<file path="config.mk">
export PLATFORM = sky130hd
export DESIGN_NAME = fmr_ctrl
export DESIGN_NICKNAME = d
export VERILOG_FILES = /design/src/sv/fmr_pkg.sv /design/src/sv/fmr_ctrl.sv
export SDC_FILE = /design/constraint.sdc
export NUM_CORES = 1
export LEC_CHECK = 0
export BUFFER_PORTS_ARGS = -buffer_cell sky130_fd_sc_hd__buf_2
export CAP_MARGIN = 10
export CORE_AREA = 2 2 46 48
export DETAILED_ROUTE_END_ITERATION = 10
export DIE_AREA = 0 0 48 50
export PLACE_DENSITY = 0.72
export SLEW_MARGIN = 20
export SYNTH_ARGS = -nofsm -noshare
export SYNTH_HDL_FRONTEND = slang
export SYNTH_SLANG_ARGS = --single-unit
</file>
<file path="constraint.sdc">
create_clock -name i_clk -period 2.4 [get_ports i_clk]
set_clock_uncertainty 0.05 [all_clocks]
set_input_delay 0.48 -clock i_clk [delete_from_list [all_inputs] [get_ports i_clk]]
set_output_delay 0.48 -clock i_clk [all_outputs]
set_load 0.1 [all_outputs]
</file>
<file path="src/sv/fmr_pkg.sv">
// ----------------------------------------------------------------------------
// fmr_pkg
// Shared constants, opcodes and controller/datapath interface types for the
// factor model RMSE unit.
// ----------------------------------------------------------------------------
package fmr_pkg;

    // Default sizes of the factor tables.
    localparam int NUM_FEATURES_DEF = 16;
    localparam int MAX_USERS_DEF    = 1024;
    localparam int MAX_ITEMS_DEF    = 1024;

    // Field widths fixed by the interface.
    localparam int OP_W     = 2;
    localparam int INDEX_W  = 10;
    localparam int FEAT_W   = 4;
    localparam int FACTOR_W = 16;
    localparam int RATING_W = 16;
    localparam int COUNT_W  = 24;
    localparam int RES_W    = 32;
    localparam int SUM_W    = 64;

    // Controller step counter: covers the dot product drain, the divider and the root.
    localparam int CNT_W = 7;

    // Input opcodes.
    localparam logic [OP_W-1:0] OP_LOAD_USER = 2'd0;
    localparam logic [OP_W-1:0] OP_LOAD_ITEM = 2'd1;
    localparam logic [OP_W-1:0] OP_SAMPLE    = 2'd2;
    localparam logic [OP_W-1:0] OP_FINISH    = 2'd3;

    // Result kinds.
    localparam logic KIND_SAMPLE = 1'b0;
    localparam logic KIND_FINISH = 1'b1;

    // Commands from the controller to the datapath.
    typedef struct packed {
        logic start;
        logic load_user;
        logic load_item;
        logic rd_issue;
        logic calc_err;
        logic calc_sq;
        logic div_step;
        logic sqrt_init;
        logic sqrt_step;
        logic out_sample;
        logic out_finish;
    } t_cmd;

    // Status from the datapath to the controller.
    typedef struct packed {
        logic out_free;
    } t_sts;

endpackage

</file>
<file path="src/sv/fmr_ctrl.sv">
// ----------------------------------------------------------------------------
// fmr_ctrl
// Sequencer for the factor model RMSE unit: accepts items, walks the
// features of a sample, steps the divider and the root, and posts results.
// ----------------------------------------------------------------------------
module fmr_ctrl #(
    parameter int NUM_FEATURES = 16,
    parameter int FIDX_W       = 4
) (
    input  logic                        i_clk,
    input  logic                        i_rst_n,
    input  logic                        i_in_valid,
    output logic                        o_in_stall,
    input  logic [fmr_pkg::OP_W-1:0]    i_op,
    output fmr_pkg::t_cmd               o_cmd,
    input  fmr_pkg::t_sts               i_sts,
    output logic [FIDX_W-1:0]           o_rd_feat
);
    import fmr_pkg::*;

    localparam logic [2:0] S_IDLE  = 3'd0;
    localparam logic [2:0] S_MAC   = 3'd1;
    localparam logic [2:0] S_ERR   = 3'd2;
    localparam logic [2:0] S_SQ    = 3'd3;
    localparam logic [2:0] S_DIV   = 3'd4;
    localparam logic [2:0] S_SQINI = 3'd5;
    localparam logic [2:0] S_SQRT  = 3'd6;
    localparam logic [2:0] S_OUT   = 3'd7;

    localparam logic [CNT_W-1:0] MAC_LAST  = CNT_W'(NUM_FEATURES + 1);
    localparam logic [CNT_W-1:0] FEAT_END  = CNT_W'(NUM_FEATURES);
    localparam logic [CNT_W-1:0] DIV_LAST  = CNT_W'(SUM_W - 1);
    localparam logic [CNT_W-1:0] SQRT_LAST = CNT_W'(SUM_W / 2 - 1);

    logic [2:0]       r_state;
    logic [2:0]       n_state;
    logic [CNT_W-1:0] r_cnt;
    logic [CNT_W-1:0] n_cnt;
    logic             r_fin;
    logic             n_fin;
    logic             accept;

    assign accept     = i_in_valid && (r_state == S_IDLE);
    assign o_in_stall = (r_state != S_IDLE);
    assign o_rd_feat  = r_cnt[FIDX_W-1:0];

    // Next state and commands.
    always_comb begin
        n_state = r_state;
        n_cnt   = r_cnt;
        n_fin   = r_fin;
        o_cmd   = '0;
        unique case (r_state)
            S_IDLE: begin
                n_cnt = '0;
                if (accept) begin
                    o_cmd.load_user = (i_op == OP_LOAD_USER);
                    o_cmd.load_item = (i_op == OP_LOAD_ITEM);
                    o_cmd.start     = (i_op == OP_SAMPLE) || (i_op == OP_FINISH);
                    if (i_op == OP_SAMPLE) begin
                        n_state = S_MAC;
                        n_fin   = 1'b0;
                    end else if (i_op == OP_FINISH) begin
                        n_state = S_DIV;
                        n_fin   = 1'b1;
                    end
                end
            end
            S_MAC: begin
                o_cmd.rd_issue = (r_cnt < FEAT_END);
                n_cnt          = r_cnt + CNT_W'(1);
                if (r_cnt == MAC_LAST) begin
                    n_state = S_ERR;
                end
            end
            S_ERR: begin
                o_cmd.calc_err = 1'b1;
                n_state        = S_SQ;
            end
            S_SQ: begin
                o_cmd.calc_sq = 1'b1;
                n_state       = S_OUT;
            end
            S_DIV: begin
                o_cmd.div_step = 1'b1;
                n_cnt          = r_cnt + CNT_W'(1);
                if (r_cnt == DIV_LAST) begin
                    n_state = S_SQINI;
                end
            end
            S_SQINI: begin
                o_cmd.sqrt_init = 1'b1;
                n_cnt           = '0;
                n_state         = S_SQRT;
            end
            S_SQRT: begin
                o_cmd.sqrt_step = 1'b1;
                n_cnt           = r_cnt + CNT_W'(1);
                if (r_cnt == SQRT_LAST) begin
                    n_state = S_OUT;
                end
            end
            S_OUT: begin
                if (i_sts.out_free) begin
                    o_cmd.out_sample = !r_fin;
                    o_cmd.out_finish = r_fin;
                    n_state          = S_IDLE;
                end
            end
            default: begin
                n_state = S_IDLE;
            end
        endcase
    end

    // State registers.
    always_ff @(posedge i_clk) begin
        if (!i_rst_n) begin
            r_state <= S_IDLE;
            r_cnt   <= '0;
            r_fin   <= 1'b0;
        end else begin
            r_state <= n_state;
            r_cnt   <= n_cnt;
            r_fin   <= n_fin;
        end
    end

endmodule

</file>
==> results of run 1 <==
-- timing repair --
item,4_1_cts,5_1_grt
setup endpoints to repair,0,4
hold buffers,0,0
resized for setup,0,3
-- state kept, by name, summed over array words and instances (netlist names) --
signal	flops
r_fin	1
r_state	3
r_cnt	7
-- worst min-delay path by stage --
stage | from | end | slack, ns | cells after the start
final | i_rst_n | r_cnt[6] | 0.42 | 2
after global routing | i_rst_n | r_state[0] | 0.42 | 3
after CTS | i_rst_n | r_state[0] | 0.42 | 3
after detailed placement | r_fin | r_fin | 0.50 | 2
after global placement | r_fin | r_fin | 0.50 | 2
after floorplan | r_fin | r_fin | 0.45 | 2
-- logic make-up after synthesis --
group	Yosys count	synth area share, %
fa+ha+maj	2	3.016
buf+inv	17	11.31
flops	11	26.55
compound gates	33	27.30
simple gates	43	29.56
xor+xnor	1	1.056
mux	1	1.207
-- worst register-to-register path, cell delays in order, from the launching register on --
cell and delay (ns):
dfxtp_1 0.46, ha_1 0.31, nand3_2 0.14, or3_1 0.37, a21oi_1 0.16, o31a_1 0.14
-- stage by stage --
stage / std cells / setup TNS [ns] / cell area (um^2) / utilization [%] / power [mW]
floorplan: 108 / -0.5870 / 873.3 / - / 0.6611
global placement: 148 / 0 / 974.7 / 51.25 / 0.7315
detailed placement: 148 / 0 / 974.7 / 51.25 / 0.7371
CTS: 152 / 0 / 1001 / 52.63 / 0.8745
global route: 152 / 0 / 1006 / 52.89 / 0.9140
finish: 152 / 0 / 1006 / 52.89 / 0.8721
-- final cells by class --
cell class	count	area [um^2]	share of cell area, %
multi-input cells	80	559.3	55.60
inverters	7	26.28	2.612
repair buffers	23	137.6	13.68
clock buffers	4	26.28	2.612
flip-flops and latches	11	222.7	22.14
well taps	27	33.78	3.358
-- layout by cell type (no fill, tap or decap), types with 3 or more instances in the layout --
master / synthesis / routed
nor2_2: 1 / 4
nand2b_1: 3 / 3
nand2_1: 7 / 7
nor3_2: 1 / 3
nor3_1: 6 / 3
o21ai_0: 6 / 6
inv_1: 5 / 5
a21oi_1: 7 / 7
nor2_1: 9 / 6
buf_2: 3 / 19
dfxtp_1: 11 / 9
clkbuf_4: 0 / 4
-- power by group through the flow --
stage,registers [mW],clock network [mW],logic (mW)
floorplan,0.228,0,0.433
global placement,0.257,0,0.474
detailed placement,0.258,0,0.479
CTS,0.254,0.140,0.481
global route,0.261,0.146,0.507
finish,0.257,0.137,0.478
-- per-layer routing --
| metal | vias to the layer above | part of all wire (%) |
|---|---|---|
| met3 | 4 | 3.0 |
| met5 | - | 0 |
| met4 | 0 | 0.96 |
| met2 | 17 | 49 |
| li1 | 420 | - |
| met1 | 381 | 47 |
==> results.py, run 1 <==
metrics = {
    "status": {
        "outcome": "completed",
    },
    "power_and_ir_drop": {
        "switching_share_pct": 55.75,
        "leakage_nw": 0.4049,
        "clockPowerShare_pct": 15.7,
        "power.density_mw_per_mm2": 866.9,
        "vdd_drop_max_mv": 0.5550,
        "p_int_mw": 0.3859,
        "switchingPower_mw": 0.4862,
        "seqPwrFrac_pct": 29.5,
        "combinationalPowerShare_pct": 54.8,
    },
    "critical_path": {
        "path_buf_inv": 2,
        "cp.required_ns": 1.87,
        "path_class": "reg -> out",
        "ff2ff_path_depth": 5,
        "endpoint": "o_cmd[9]",
        "crit_path_start": "r_state[0]",
        "slowest_delay_ns": 0.41,
        "crit_chain": "nor3_2 -> inv_2 -> nor4b_4 -> clkbuf_4",
        "slowest_stage": "dfxtp_2",
        "reg2reg_to": "r_cnt[6]",
        "reg2reg_from": "r_cnt[0]",
        "crit_family": "simple AND/OR/NAND/NOR gates",
        "critPathLaunchType": "flop",
        "arrival_ns": 1.67,
        "r2r_setup_slack_ns": 0.72,
        "crit_cells": 4,
        "crit_fanout": 14,
        "end_kind": "output pin",
    },
    "routing": {
        "detail_route.wl_per_cell_um": 13.04,
        "vias_per_cell": 5.408,
        "drt_iter0_markers": 12,
        "drtPass1Iterations": 4,
        "vias": 822,
        "ant_nets": 0,
        "wirelength_um": 1982,
        "drc_errors": 0,
    },
    "logic_synthesis": {
        "ys.flop_type": "dfxtp_1",
        "synth_edf_count": 0,
        "synth_area_per_cell_um2": 7.681,
        "syn_inst": 108,
        "synth.top_cell.area_share_pct": 26.55,
        "yosys_register_bits": 11,
        "yosys_warnings": 0,
        "synth-seq-area-share_pct": 26.55,
        "yosys.area.top_type": "dfxtp_1",
        "synthesis.area_um2": 829.5,
        "ys_top_cells_by_count": "dfxtp_1 (11), nor2_1 (9), a21oi_1 (7), nand2_1 (7)",
        "syn-num-nets": 116,
        "async_flop_share_pct": 0,
        "synth_cell_types": 44,
        "synthTopCellsByArea": "dfxtp_1 (27%), buf_4 (4.5%), a21oi_1 (4.2%)",
        "yosysMostFrequentCell": "dfxtp_1",
    },
    "grt": {
        "grt_first_pass_wirelength_um": 3249,
        "grtUsageTotal_pct": 18.51,
        "grt-ovfl-total": 0,
        "antenna_found_initial": 0,
        "grt_pass1_vias": 766,
        "grt.met2_usage_pct": 28.44,
        "grt_busiest_layer": "met2",
        "globalRouteMet3Util_pct": 3.663,
        "use_met1_pct": 25.00,
        "grt_max_degree": 16,
    },
    "floorplan": {
        "io_pins": 22,
        "dieArea_mm2": 0.002400,
        "fp.dieW_um": 48,
        "initial_core_util_pct": 43.62,
        "rows": 16,
        "die_y_um": 50,
        "design.core.area_mm2": 0.001902,
    },
    "timing": {
        "hold_viol_final": 0,
        "relSlewSlack_pct": 67.80,
        "drv_slew": 0,
        "fin_ws_ns": 0.2032,
        "period_needed_ns": 2.197,
        "fin_crit_sh_pct": 91.53,
        "max_freq_ghz": 0.4552,
        "setup_viol": 0,
        "timing.hold.ws_ns": 0.4186,
        "tightestPinTransition_ns": 0.4864,
        "rsz0062_at_grt": "false",
    },
    "final_layout": {
        "syn_to_final_growth_pct": 21.27,
        "design.final.nets": 134,
        "nFillCells": 181,
        "antenna_cells": 0,
        "drive_gt1_share_pct": 34.40,
    },
    "clock_tree": {
        "cts_buffer_depth": 2,
        "cts_sinks": 11,
        "clockRootBuffer": "clkbuf_4",
        "cts_tree": "built",
        "clk_latency_ns": 0.28,
        "path_clk_slew_ns": 0.08,
        "cts_setup_buffers": 0,
        "cts_buffers": 3,
        "cts_max_level": 1,
    },
    "flow_run": {
        "drv_cap": 0,
    },
    "placed_design": {
        "numPortBuffers": 21,
        "detailed_place_hpwl_um": 1481,
        "preCtsSetupSlack_ns": 0.3284,
        "gp_congestion": 0.8130,
    },
    "hold_path": {
        "holdCritPathClass": "in -> reg",
    },
}
No activity file was read; power rests on OpenSTA's default activity.
==> run 2: changes to the inputs <==
--- a/config.mk
+++ b/config.mk
@@ -7,10 +7,12 @@
 export LEC_CHECK = 0
 export BUFFER_PORTS_ARGS = -buffer_cell sky130_fd_sc_hd__buf_2
 export CAP_MARGIN = 10
-export CORE_AREA = 2 2 46 48
+export CELL_PAD_IN_SITES_DETAIL_PLACEMENT = 0
+export CELL_PAD_IN_SITES_GLOBAL_PLACEMENT = 1
+export CORE_AREA = 2 2 50 52
 export DETAILED_ROUTE_END_ITERATION = 10
-export DIE_AREA = 0 0 48 50
-export PLACE_DENSITY = 0.72
+export DIE_AREA = 0 0 52 54
+export PLACE_DENSITY = 0.82
 export SLEW_MARGIN = 20
 export SYNTH_ARGS = -nofsm -noshare
 export SYNTH_HDL_FRONTEND = slang
==> results.py, run 2 (synthesis results as in run 1) <==
metrics = {
    "critical_path": {
        "reg2reg_to": "r_cnt[6]",
        "r2r_setup_slack_ns": 0.69,
        "critPathLaunchType": "flop",
        "arrival_ns": 1.66,
        "end_kind": "output pin",
        "path_class": "reg -> out",
        "reg2reg_from": "r_cnt[0]",
        "crit_fanout": 19,
        "ff2ff_path_depth": 5,
        "cp.required_ns": 1.87,
    },
    "final_layout": {
        "regMostFlops": "r_cnt",
        "antenna_cells": 0,
        "nFillCells": 239,
        "syn_to_final_growth_pct": 20.96,
        "reg_top3": "r_cnt: 7 flops, r_state: 3 flops, r_fin: 1 flops",
        "drive_gt1_share_pct": 34.68,
        "largest_reg_flops": 7,
        "design.final.nets": 133,
        "layout_common_cells": "buf_2 (19), dfxtp_1 (8), nand2_1 (7), a21oi_1 (7)",
        "final_common_cell": "buf_2",
    },
    "clock_tree": {
        "cts_buffer_depth": 2,
        "clk_latency_ns": 0.28,
        "cts_max_level": 1,
        "clockRootBuffer": "clkbuf_4",
        "cts_sinks": 11,
        "cts_tree": "built",
        "cts_buffers": 3,
        "cts_hold_buf": 0,
        "path_clk_slew_ns": 0.08,
    },
    "grt": {
        "grt_pass1_vias": 770,
        "antenna_found_initial": 0,
        "grt_first_pass_wirelength_um": 3401,
        "grt_max_degree": 20,
        "grtUsageTotal_pct": 16.60,
        "grt-ovfl-total": 0,
    },
    "timing": {
        "fin_crit_sh_pct": 91.12,
        "tightestPinTransition_ns": 0.4897,
        "hold_viol_final": 0,
        "period_needed_ns": 2.187,
        "fin_ws_ns": 0.2131,
        "drv_slew": 0,
        "max_freq_ghz": 0.4573,
        "rsz0062_at_grt": "false",
        "setup_tns_ns": 0,
        "setup_viol": 0,
        "relSlewSlack_pct": 67.58,
    },
    "placed_design": {
        "gp_congestion": 0.8091,
        "detailed_place_hpwl_um": 1532,
        "numPortBuffers": 21,
        "preCtsSetupSlack_ns": 0.2926,
    },
    "floorplan": {
        "initial_core_util_pct": 35.76,
        "design.core.area_mm2": 0.002320,
        "rows": 18,
        "die_y_um": 54,
        "dieArea_mm2": 0.002808,
        "io_pins": 22,
        "fp.dieW_um": 52,
    },
    "status": {
        "outcome": "completed",
    },
    "hold_path": {
        "hp-start": "i_rst_n",
        "holdPathEnd": "r_state[0]",
        "holdCritPathClass": "in -> reg",
        "whs_path_depth": 3,
    },
    "routing": {
        "drtPass1Iterations": 4,
        "vias": 847,
        "drc_errors": 0,
        "ant_nets": 0,
        "wirelength_um": 2078,
        "drt_iter0_markers": 26,
        "vias_per_cell": 5.500,
        "detail_route.wl_per_cell_um": 13.49,
    },
    "power_and_ir_drop": {
        "totalPowerFinal_mw": 0.8693,
        "vdd_drop_max_mv": 0.4397,
        "leakage_nw": 0.4005,
        "power.density_mw_per_mm2": 866.3,
    },
    "flow_run": {
        "drv_cap": 0,
    },
}
## run 2: cell types whose count changed in the layout (fill, tap and decap cells not counted), sizes merged
cell    previous run  this run
clkbuf             5         4
## run 2: timing repair
action,4_1_cts,5_1_grt
setup endpoints to repair,1,7
pin swaps,0,0
buffers inserted,0,0
gates cloned,0,0
resized for setup,1,3
## run 2: through the flow
stage | utilization, % | hold WS (ns) | cells | area (um^2)
4_1_cts | 43.10 | 0.4256 | 154 | 999.7
6_report | 43.26 | 0.4219 | 154 | 1003
5_1_grt | 43.26 | 0.4275 | 154 | 1003
3_3_place_gp | 41.86 | 0.4808 | 150 | 970.9
3_5_place_dp | 41.86 | 0.5004 | 150 | 970.9
2_1_floorplan | - | 0.4541 | 108 | 873.3
## run 2: layer usage
layer,global-route usage (%),up-vias,wire [um]
met1,19.80,402,953
met4,8.772,0,27
met3,3.333,4,111
met2,28.06,23,985
met5,0,-,0
li1,-,418,-
## run 2: worst max-delay path: stages, from the launching register on
cell	delay [ns]
dfxtp_2	0.42
nand2b_4	0.20
or3_1	0.38
nor3_4	0.17
buf_12	0.20
## run 2: report_power, final
part | leakage, nW | switching, mW | internal (mW)
Combinational | 0.295 | 0.357 | 0.117
Sequential | 0.0905 | 0.0592 | 0.203
Clock | 0.0150 | 0.0684 | 0.0645
## run 2: worst max-delay path by stage
stage	from	end	slack, ns	cells after the start
after floorplan	r_state[2]	o_cmd[9]	-0.20	4
after global placement	r_state[1]	o_cmd[9]	0.34	4
after detailed placement	r_state[1]	o_cmd[9]	0.29	4
after CTS	r_state[1]	o_cmd[1]	0.009	3
after global routing	r_state[1]	o_cmd[7]	0.13	4
final	r_state[1]	o_cmd[7]	0.21	4
## run 2: layout make-up
| cell class | count | area (um^2) | area share (%) |
|---|---|---|---|
| Multi-Input combinational cell | 80 | 559.3 | 55.74 |
| Sequential cell | 11 | 224.0 | 22.32 |
| Timing Repair Buffer | 22 | 130.1 | 12.97 |
| Tap cell | 30 | 37.54 | 3.741 |
| Clock buffer | 4 | 26.28 | 2.618 |
| Inverter | 7 | 26.28 | 2.618 |
